**src/sv/gnlp_pkg.sv**
```systemverilog
`timescale 1ns / 1ps
`default_nettype none
// ----------------------------------------------------------------------------
// gnlp_pkg
// Shared types, field widths and reset values for the gradient noise block.
// ----------------------------------------------------------------------------
package gnlp_pkg;

   localparam int unsigned GRID_SIDE_DEF  = 64;
   localparam int unsigned POINT_SIDE_DEF = 4096;

   localparam int unsigned COL_W   = 6;
   localparam int unsigned GRAD_W  = 16;
   localparam int unsigned POINT_W = 12;
   localparam int unsigned SUM_W   = 20;
   localparam int unsigned CELL_W  = 9;
   localparam int unsigned STEP_W  = 16;
   localparam int unsigned LAST_W  = 6;
   localparam int unsigned SHIFT_W = 4;
   localparam int unsigned CSR_DATA_W  = 16;
   localparam int unsigned CSR_INDEX_W = 2;

   localparam int unsigned Q16_W    = 16;
   localparam int unsigned FADE_W   = 17;
   localparam int unsigned DOT_W    = 34;
   localparam int unsigned PROD_W   = 52;
   localparam int unsigned TOTAL_W  = 54;
   localparam int unsigned BLEND_SHIFT = 30;

   localparam int unsigned DIV_STAGES = 4;
   localparam int unsigned DIV_STEP   = POINT_W / DIV_STAGES;

   localparam logic [CELL_W-1:0]  CELL_SIZE_RST   = 9'd20;
   localparam logic [STEP_W-1:0]  OFFSET_STEP_RST = 16'd3121;
   localparam logic [LAST_W-1:0]  GRID_LAST_RST   = 6'd5;
   localparam logic [SHIFT_W-1:0] AMP_SHIFT_RST   = 4'd0;

   typedef enum logic [CSR_INDEX_W-1:0] {
      CSR_CELL_SIZE   = 2'd0,
      CSR_OFFSET_STEP = 2'd1,
      CSR_GRID_LAST   = 2'd2,
      CSR_AMP_SHIFT   = 2'd3
   } csr_index_type;

   typedef enum logic {
      KIND_NODE  = 1'b0,
      KIND_POINT = 1'b1
   } kind_type;

   typedef struct packed {
      kind_type                   kind;
      logic [COL_W-1:0]           col;
      logic [COL_W-1:0]           row;
      logic signed [GRAD_W-1:0]   gx;
      logic signed [GRAD_W-1:0]   gy;
   } node_type;

   typedef struct packed {
      logic [2:0] adv;
   } fade_ctrl_type;

endpackage
`default_nettype wire

```
**src/sv/gnlp_fade.sv**
```systemverilog
`timescale 1ns / 1ps
`default_nettype none
// ----------------------------------------------------------------------------
// gnlp_fade
// Three-stage quintic fade 6t^5 - 15t^4 + 10t^3 on a Q0.16 offset.
// ----------------------------------------------------------------------------
module gnlp_fade (
   input  wire logic                          clock,
   input  wire gnlp_pkg::fade_ctrl_type       ctrl,
   input  wire logic [gnlp_pkg::Q16_W-1:0]    t,
   output logic      [gnlp_pkg::FADE_W-1:0]   f
);

   logic [15:0] t1_ff;
   logic [31:0] t2_ff;
   logic [31:0] t3h_ff;
   logic [19:0] qh_ff;
   logic [gnlp_pkg::FADE_W-1:0] f_ff;

   logic [47:0] t3;
   logic [36:0] q;
   logic [51:0] p;

   always_comb begin
      t3 = 48'(t2_ff) * 48'(t1_ff);
      q  = (37'(10) << 32) + 37'(t2_ff) * 37'(6) - ((37'(t1_ff) * 37'(15)) << 16);
      p  = 52'(t3h_ff) * 52'(qh_ff);
   end

   always_ff @(posedge clock) begin
      if (ctrl.adv[0]) begin
         t1_ff <= t;
         t2_ff <= 32'(t) * 32'(t);
      end
      if (ctrl.adv[1]) begin
         t3h_ff <= t3[47:16];
         qh_ff  <= q[35:16];
      end
      if (ctrl.adv[2]) begin
         f_ff <= p[48:32];
      end
   end

   assign f = f_ff;

endmodule
`default_nettype wire

```
**config.mk**
```make
export PLATFORM = sky130hd
export DESIGN_NAME = gnlp_fade
export DESIGN_NICKNAME = d
export VERILOG_FILES = /design/src/sv/gnlp_pkg.sv /design/src/sv/gnlp_fade.sv
export SDC_FILE = /design/constraint.sdc
export NUM_CORES = 2
export LEC_CHECK = 0
export ABC_AREA = 1
export ABC_CLOCK_PERIOD_IN_PS = 6050
export BUFFER_PORTS_ARGS = -buffer_cell sky130_fd_sc_hd__buf_2
export CAP_MARGIN = 20
export CELL_PAD_IN_SITES_DETAIL_PLACEMENT = 0
export CELL_PAD_IN_SITES_GLOBAL_PLACEMENT = 1
export CORE_ASPECT_RATIO = 0.75
export CORE_MARGIN = 4
export CORE_UTILIZATION = 46
export CTS_CLUSTER_DIAMETER = 100
export DETAILED_ROUTE_END_ITERATION = 7
export GPL_TIMING_DRIVEN = 0
export PLACE_DENSITY = 0.83
export SLEW_MARGIN = 10
export SYNTH_ARGS = -nofsm -noshare
export SYNTH_HDL_FRONTEND = slang
export SYNTH_SLANG_ARGS = --single-unit
```
**constraint.sdc**
```tcl
create_clock -name clock -period 6.05 [get_ports clock]
set_clock_uncertainty 0.15 [all_clocks]
set_input_delay 0.9075 -clock clock [delete_from_list [all_inputs] [get_ports clock]]
set_output_delay 0.9075 -clock clock [all_outputs]
set_load 0.01 [all_outputs]
```
==> reports/summary.txt <==
Crit path max fanout: 10
Yosys cell types: 44
Post-synth top flop: edfxtp_1
TritonCTS clock tree: built
Starting density of the core: 46.27%
Initial antenna violation count: 4
Setup violators final: 17
Max Cap Viol: 0
WP data required: 6.15 ns
RePlAce Congestion: 1.016
Most common cell in the synthesized netlist: inv_1
Die area: 0.1240 sq mm
Critical path class: flop to flop
Mean Syn Cell Area: 7.618 sq um
Cells after synthesis: 7149
Die width: 405.3 um
Final hold vios: 0
Global-route wire length before repair: 289.4 mm
WHS: 0.4446 ns
Htree depth: 4
# IOs: 37
Pre-antenna DRT Iters: 8
IO Port Bufs: 36
Antenna viol nets, final: 0
Synth-to-Final Area Change: 18.59%
Rel. slew slack: 22.29%
Die outline height: 306.0 um
Share of the clock period used by the worst path: 106.0%
Slew Limit Fails: 0
Iteration-0 DRC count of the detailed router: 5072
Post-route DRC: 2
Routed wire length: 187.9 mm
Commonest cells in the netlist: 2064 x inv_1, 1875 x nand2_1, 1134 x fa_1
Row cnt: 109
Area leader, netlist: fa_1
Post-CTS Hold Buffers: 0
Post-Layout Inst Area: 0.06458 sq mm
Failing checks: DRC, setup timing
CTS Root Cell: clkbuf_16
RSZ-0062 raised after global routing: true
Clock Path Buffers: 2
Run status: finished, violations left
GRT Residual Overflow: 0
Ys async rst share: 0%
Share of layout cells above drive strength 1: 15.68%
Mapped cell area: 0.05446 sq mm
DP HPWL: 156.1 mm
Wirelength per Cell: 20.85 um
Via density: 5.283
Vias in the first global route: 48660
Setup WS post-layout: -0.3632 ns
Clock sink total: 115
DR vias: 47620
Min cycle time layout: 6.413 ns
Cell area after placement: 0.05665 sq mm
Worst setup SP type: flop
Post-layout util: 54.87%
TritonCTS buffer count: 17
Least-Margin Pin Slew: 1.166 ns
#FFs+latches synth: 115
Nature of the critical path endpoint: flop
Synth Warn #: 0
Clk slew on worst S/H paths: 0.07 ns
Final nets: 9067
Sum Neg Setup Slack: -4.636 ns
Synth top area share: 41.68%
Pin count of the biggest net entering global routing: 47
Fmax: 155.9 MHz
Synth area leaders: fa_1 42%, inv_1 14%, nand2_1 13%
GRT Overall Usage: 30.88%
Clock Latency Late Sink: 0.50 ns
Worst Hold Class: input pin to flop
Placeable Area: 0.1177 sq mm
EDFF count, synth: 115
Crit path DAT: 6.52 ns
Ant. Diodes: 0
Register area share after synthesis: 6.341%
[registers in the layout (all words and copies together), names as in the netlist]
| signal | flops |
|---|---|
| f | 17 |
| qh_ff | 20 |
| t1_ff | 16 |
| t2_ff | 30 |
| t3h_ff | 32 |
[worst max-delay path, cell delays in order, from the launching register on]
cell	delay, ns
edfxtp_1	0.41
buf_12	0.17
clkbuf_8	0.20
nand2_1	0.07
inv_1	0.05
fa_1	0.48
inv_1	0.06
fa_1	0.50
fa_1	0.50
inv_1	0.06
fa_1	0.46
fa_1	0.51
fa_1	0.57
inv_1	0.07
fa_1	0.55
inv_2	0.07
ha_4	0.31
buf_12	0.11
nand2_8	0.07
nor2_4	0.14
nand2_4	0.09
nor4_4	0.17
nand4_1	0.20
nand3_1	0.12
nand2_1	0.05
[layer usage]
metal / track usage [%] / share of wire (%)
met5: 0 / 0.044
met1: 46.71 / 44
met4: 5.315 / 1.6
met2: 42.14 / 39
met3: 11.89 / 15
[worst paths after layout]
path	startpoint	to	slack, ns	cells after the start
max	qh_ff[16]	f[14]	-0.36	24
min	t[4]	t1_ff[4]	0.44	1
max reg2reg	qh_ff[16]	f[14]	-0.36	24
min reg2reg	qh_ff[0]	f[3]	0.99	5
[logic make-up (layout without fill, tap and decap cells)]
logic type	after synthesis	after routing	synth area share, %
xor+xnor	109	109	1.753
flops	115	115	6.341
simple gates	2484	2484	18.23
compound gates	503	503	5.151
buf+inv	2336	2643	16.12
other cells	2	6	0.01379
fa+ha+maj	1600	1600	52.39
[metrics by stage]
| stage | setup WS (ns) | cells |
|---|---|---|
| floorplan | -0.01465 | 7153 |
| detailed placement | -1.618 | 8744 |
| CTS | -0.2534 | 8938 |
| global route | -0.5093 | 9014 |
| finish | -0.3632 | 9014 |
| global placement | -1.566 | 8743 |
[timing repair]
action,CTS,global route
setup buffers,161,77
resized for setup,988,588
endpoints found under the setup margin,70,69
pin swaps,155,181
cloned,8,2
[placed cells by master, fill, tap and decap left out, drive strengths merged]
cell      count
inv        2081
nand2      1887
fa         1134
ha          466
buf         377
nor2        333
a21oi       242
clkbuf      177
o21ai       151
nand3       141
edfxtp      115
xor2         78
nand4        53
nor3         41
a21o         34
xnor2        31
o21bai       29
a31oi        13
nand3b       12
o211ai       11
a21boi       11
o21a          9
nor4          8
conb          6
and3          4
clkinv        4
o31ai         2
and2          2
or2           2
clkinvlp      2
bufinv        2
o311ai        1
nand2b        1
[cell type report]
| type | count | area [sq um] |
|---|---|---|
| buffer | 251 | 2845 |
| clock buffer | 17 | 425.4 |
| clock inverter | 15 | 171.4 |
| fill | 10950 | 53110 |
| inverter | 2074 | 7797 |
| multi-input combinational | 4702 | 45430 |
| sequential | 115 | 3453 |
| tap | 1554 | 1944 |
| timing repair buffer | 286 | 2512 |
Power is left out: the tool's default activity adds up to more than one toggle a clock period on the data nets, which glitch-free logic cannot reach.
