--- src/sv/gnlp_pkg.sv ---
`timescale 1ns / 1ps
`default_nettype none
// ----------------------------------------------------------------------------
// gnlp_pkg
// Shared types, field widths and reset values for the gradient noise block.
// ----------------------------------------------------------------------------
package gnlp_pkg;

   localparam int unsigned GRID_SIDE_DEF  = 64;
   localparam int unsigned POINT_SIDE_DEF = 4096;

   localparam int unsigned COL_W   = 6;
   localparam int unsigned GRAD_W  = 16;
   localparam int unsigned POINT_W = 12;
   localparam int unsigned SUM_W   = 20;
   localparam int unsigned CELL_W  = 9;
   localparam int unsigned STEP_W  = 16;
   localparam int unsigned LAST_W  = 6;
   localparam int unsigned SHIFT_W = 4;
   localparam int unsigned CSR_DATA_W  = 16;
   localparam int unsigned CSR_INDEX_W = 2;

   localparam int unsigned Q16_W    = 16;
   localparam int unsigned FADE_W   = 17;
   localparam int unsigned DOT_W    = 34;
   localparam int unsigned PROD_W   = 52;
   localparam int unsigned TOTAL_W  = 54;
   localparam int unsigned BLEND_SHIFT = 30;

   localparam int unsigned DIV_STAGES = 4;
   localparam int unsigned DIV_STEP   = POINT_W / DIV_STAGES;

   localparam logic [CELL_W-1:0]  CELL_SIZE_RST   = 9'd20;
   localparam logic [STEP_W-1:0]  OFFSET_STEP_RST = 16'd3121;
   localparam logic [LAST_W-1:0]  GRID_LAST_RST   = 6'd5;
   localparam logic [SHIFT_W-1:0] AMP_SHIFT_RST   = 4'd0;

   typedef enum logic [CSR_INDEX_W-1:0] {
      CSR_CELL_SIZE   = 2'd0,
      CSR_OFFSET_STEP = 2'd1,
      CSR_GRID_LAST   = 2'd2,
      CSR_AMP_SHIFT   = 2'd3
   } csr_index_type;

   typedef enum logic {
      KIND_NODE  = 1'b0,
      KIND_POINT = 1'b1
   } kind_type;

   typedef struct packed {
      kind_type                   kind;
      logic [COL_W-1:0]           col;
      logic [COL_W-1:0]           row;
      logic signed [GRAD_W-1:0]   gx;
      logic signed [GRAD_W-1:0]   gy;
   } node_type;

   typedef struct packed {
      logic [2:0] adv;
   } fade_ctrl_type;

endpackage
`default_nettype wire

--- src/sv/gnlp_div.sv ---
`timescale 1ns / 1ps
`default_nettype none
// ----------------------------------------------------------------------------
// gnlp_div
// Pipelined restoring divider: point coordinate by cell size, three quotient
// bits per stage, quotient and remainder out of the last stage.
// ----------------------------------------------------------------------------
module gnlp_div (
   input  wire logic                          clock,
   input  wire logic [gnlp_pkg::DIV_STAGES-1:0] adv,
   input  wire logic [gnlp_pkg::POINT_W-1:0]  dividend,
   input  wire logic [gnlp_pkg::CELL_W-1:0]   divisor,
   output logic      [gnlp_pkg::POINT_W-1:0]  quotient,
   output logic      [gnlp_pkg::CELL_W-1:0]   remainder
);

   logic [gnlp_pkg::POINT_W-1:0] num_ff [gnlp_pkg::DIV_STAGES];
   logic [gnlp_pkg::CELL_W-1:0]  rem_ff [gnlp_pkg::DIV_STAGES];
   logic [gnlp_pkg::POINT_W-1:0] num_in [gnlp_pkg::DIV_STAGES];
   logic [gnlp_pkg::CELL_W-1:0]  rem_in [gnlp_pkg::DIV_STAGES];

   always_comb begin
      logic [gnlp_pkg::POINT_W-1:0] n;
      logic [gnlp_pkg::CELL_W-1:0]  r;
      logic [gnlp_pkg::CELL_W:0]    t;
      for (int k = 0; k < gnlp_pkg::DIV_STAGES; k++) begin
         if (k == 0) begin
            n = dividend;
            r = '0;
         end else begin
            n = num_ff[k-1];
            r = rem_ff[k-1];
         end
         for (int s = 0; s < gnlp_pkg::DIV_STEP; s++) begin
            t = {r, n[gnlp_pkg::POINT_W-1]};
            n = {n[gnlp_pkg::POINT_W-2:0], 1'b0};
            if (t >= {1'b0, divisor}) begin
               t    = t - {1'b0, divisor};
               n[0] = 1'b1;
            end
            r = t[gnlp_pkg::CELL_W-1:0];
         end
         num_in[k] = n;
         rem_in[k] = r;
      end
   end

   always_ff @(posedge clock) begin
      for (int k = 0; k < gnlp_pkg::DIV_STAGES; k++) begin
         if (adv[k]) begin
            num_ff[k] <= num_in[k];
            rem_ff[k] <= rem_in[k];
         end
      end
   end

   assign quotient  = num_ff[gnlp_pkg::DIV_STAGES-1];
   assign remainder = rem_ff[gnlp_pkg::DIV_STAGES-1];

endmodule
`default_nettype wire

--- config.mk ---
export PLATFORM = sky130hd
export DESIGN_NAME = gnlp_div
export DESIGN_NICKNAME = d
export VERILOG_FILES = /design/src/sv/gnlp_pkg.sv /design/src/sv/gnlp_div.sv
export SDC_FILE = /design/constraint.sdc
export NUM_CORES = 1
export LEC_CHECK = 0
export BUFFER_PORTS_ARGS = -buffer_cell sky130_fd_sc_hd__buf_2
export CORE_ASPECT_RATIO = 1.5
export CORE_MARGIN = 4
export CORE_UTILIZATION = 45
export DETAILED_ROUTE_END_ITERATION = 6
export PLACE_DENSITY_LB_ADDON = 0.08
export SLEW_MARGIN = 25
export SYNTH_ARGS = -nofsm -noshare
export SYNTH_HDL_FRONTEND = slang
export SYNTH_SLANG_ARGS = --single-unit
--- constraint.sdc ---
create_clock -name clock -period 6.5 [get_ports clock]
set_input_delay 0.65 -clock clock [delete_from_list [all_inputs] [get_ports clock]]
set_output_delay 0.65 -clock clock [all_outputs]
set_load 0.03 [all_outputs]
==> impl_metrics.tcl <==
set metrics [dict create \
    status "complete, no violations" \
    synth.avg_cell_area_sq_um 10.0 \
    worstSetupStartpoint "num_ff[0][11]" \
    maxCapViolCount 0 \
    worst-endpoint-arrival_ps 6250 \
    critical_path_class "flop to flop" \
    post-route-period-util_pct 95.1 \
    async_flop_share_pct 0 \
    antenna_left 0 \
    synthFlopType "edfxtp_1" \
    cts-root-buf "clkbuf_16" \
    synth_nets 912 \
    design.die.area_sq_um 19500 \
    min_period_ps 6180 \
    die_w_microns 115 \
    reg2reg_to "rem_ff[1][6]" \
    cts_buffer_depth 2 \
    slew_violations 0 \
    cts_tree "done" \
    worstSetupPathDepth 27 \
    io_buffers 46 \
    grt_pass1_vias 6636 \
    rows 58 \
    maxSlewHeadroom_pct 64.3 \
    setup_tns_ps 0 \
    hold_path.class "flop to flop" \
    worst_skew_pair.late_latency_ps 350 \
    crit_top_cell "a21o_1" \
    fillers 1502 \
    fmax_mhz 162 \
    layout.nets 1039 \
    synth_warnings 0 \
    antenna_found_initial 0 \
    ys_seq_area_share_pct 32.5 \
    drt_iter0_drc 325 \
    h-tree-depth 3 \
    reg2regPathDepth 27 \
    placed_area_sq_um 8830 \
    grt_max_degree 22 \
    cts_buffers 9 \
    detail_route.wl_per_cell_microns 18.4 \
    io_pins 47 \
    viasPerCell 5.59 \
    globalplace.congestion 0.906 \
    worst_pin_slew_ps 535 \
    worst_clock_skew_ps 13.3 \
    crit_path_max_fanout 8 \
    grt_usage_pct 21.6 \
    required_ps 6570 \
    r2r_slack_ps 320 \
    hold_depth 0 \
    setup_violations 0 \
    routed_wl_microns 20600 \
    start_util_pct 46.1 \
    drc 0 \
    synth_seq_cells 84 \
    diodes 0 \
    synth_edf_count 84 \
    cp_slowest_cell "a2111o_1" \
    worstReg2RegStart "num_ff[0][11]" \
    path_delay_family "compound AO/OA/AOI/OAI gates" \
    multi_input_area_sq_um 5060 \
    grt_pass1_wl_microns 32900 \
    path_clk_slew_ps 70 \
    synth_cell_type_count 61 \
    cts_num_sinks 84 \
    synth_area_sq_um 7760 \
    fin_area_sq_um 9230 \
    synthCells 774 \
    layout_common_cells "101 x ha_1, 84 x edfxtp_1, 79 x buf_4" \
    first_pass_iters 4 \
    cpPeakStageDelay_ps 500 \
    dieHeight_microns 169 \
    area_delta_synth_final_pct 18.9 \
    hpwl_microns 17200 \
    critPathCapture "rem_ff[1][6]" \
    drive_gt1_share_pct 24.9 \
    core_sq_um 16800 \
    worstSetupEndpointType "flop" \
    critPathLaunchType "flop" \
    grt.overflow.total 0 \
    crit_buf_inv 4 \
    mostFrequentLayoutCell "ha_1" \
    hold_viol_final 0 \
    num_vias 6239 \
    regArea_sq_um 2520 \
]
-- Yosys cell counts (all sizes together) (2+ instances only) --
library cell,instances,share of area (%)
mux2,41,5.9
buf,10,0.74
o21a,3,0.29
a21oi,72,4.7
inv,59,2.9
nor3,12,0.77
mux2i,19,2.5
nor2b,15,1.2
and3,3,0.24
a311o,2,0.26
or2,5,0.40
xnor2,40,4.5
o21ai,43,2.8
o221ai,4,0.45
a211oi,5,0.55
and2,12,1.1
o21bai,10,0.97
fa,11,2.8
a221oi,2,0.45
nand2b,8,0.64
nor2,49,2.4
o31ai,3,0.29
nor4,3,0.24
nand3,6,0.39
a21o,30,2.9
o211a,2,0.26
nand2,40,2.0
nand4,18,1.5
a2111oi,3,0.50
o211ai,6,0.76
ha,101,16
o31a,2,0.23
xor2,28,3.2
edfxtp,84,33
a31oi,5,0.40
o22ai,2,0.16
or3,4,0.32
-- sequential cells by signal (all words and copies together) (netlist names) --
name    flops
num_ff     48
rem_ff     36
-- logic make-up (layout without fill, tap and decap cells) --
kind of cell               count (synthesis)  after routing  synth area share, %
adders and majority gates                112            112                 19.1
AOI/OAI and AO/OA                        202            202                 17.2
and+or+nand+nor                          178            178                 11.5
muxes                                     60             60                 8.40
DFF                                       84             84                 32.5
xor gates and xnor gates                  68             68                 7.67
buffers and inverters                     70            202                 3.64
-- worst min path at each step --
stage,from,to
2_1_floorplan,num_ff[0][7],num_ff[1][10]
3_3_place_gp,num_ff[1][8],num_ff[2][11]
3_5_place_dp,num_ff[1][7],num_ff[2][10]
4_1_cts,num_ff[0][4],num_ff[1][7]
5_1_grt,num_ff[1][1],num_ff[2][4]
6_report,num_ff[1][1],num_ff[2][4]
-- what timing repair did --
action / CTS / global route
hold buffers: 0 / 0
resized for setup: 2 / 16
endpoints found under the hold margin: 0 / 0
buffers inserted: 0 / 0
setup endpoints to repair: 7 / 18
pin swaps: 0 / 3
-- area by class of cell --
class	count	area share [%]
Tap cell	210	2.85
Clock inverter	7	0.827
Inverter	59	2.44
Timing Repair Buffer	127	9.26
Multi-Input combinational cell	620	54.9
Sequential cell	84	27.3
Clock buffer	9	2.44
-- per-stage QoR --
step	cells	hold WS, ps	setup WS [ps]	util (%)
after floorplan	774	400	-0.848	-
after global placement	1100	402	-430	52.5
after detailed placement	1100	405	-427	52.5
after CTS	1116	413	23.0	54.3
after global routing	1116	419	-0.0937	54.8
final	1116	415	316	54.8
-- layer usage --
layer | routed length, microns | vias up | part of all wire, % | global-route usage (%)
li1 | - | 3129 | - | -
met1 | 7980 | 2982 | 39 | 23.5
met2 | 11500 | 95 | 56 | 40.7
met3 | 578 | 33 | 2.8 | 3.47
met4 | 546 | 0 | 2.7 | 8.84
met5 | 0 | - | 0 | 0
Power is left out: the tool's default activity adds up to more than one toggle a clock period on the data nets, which glitch-free logic cannot reach.
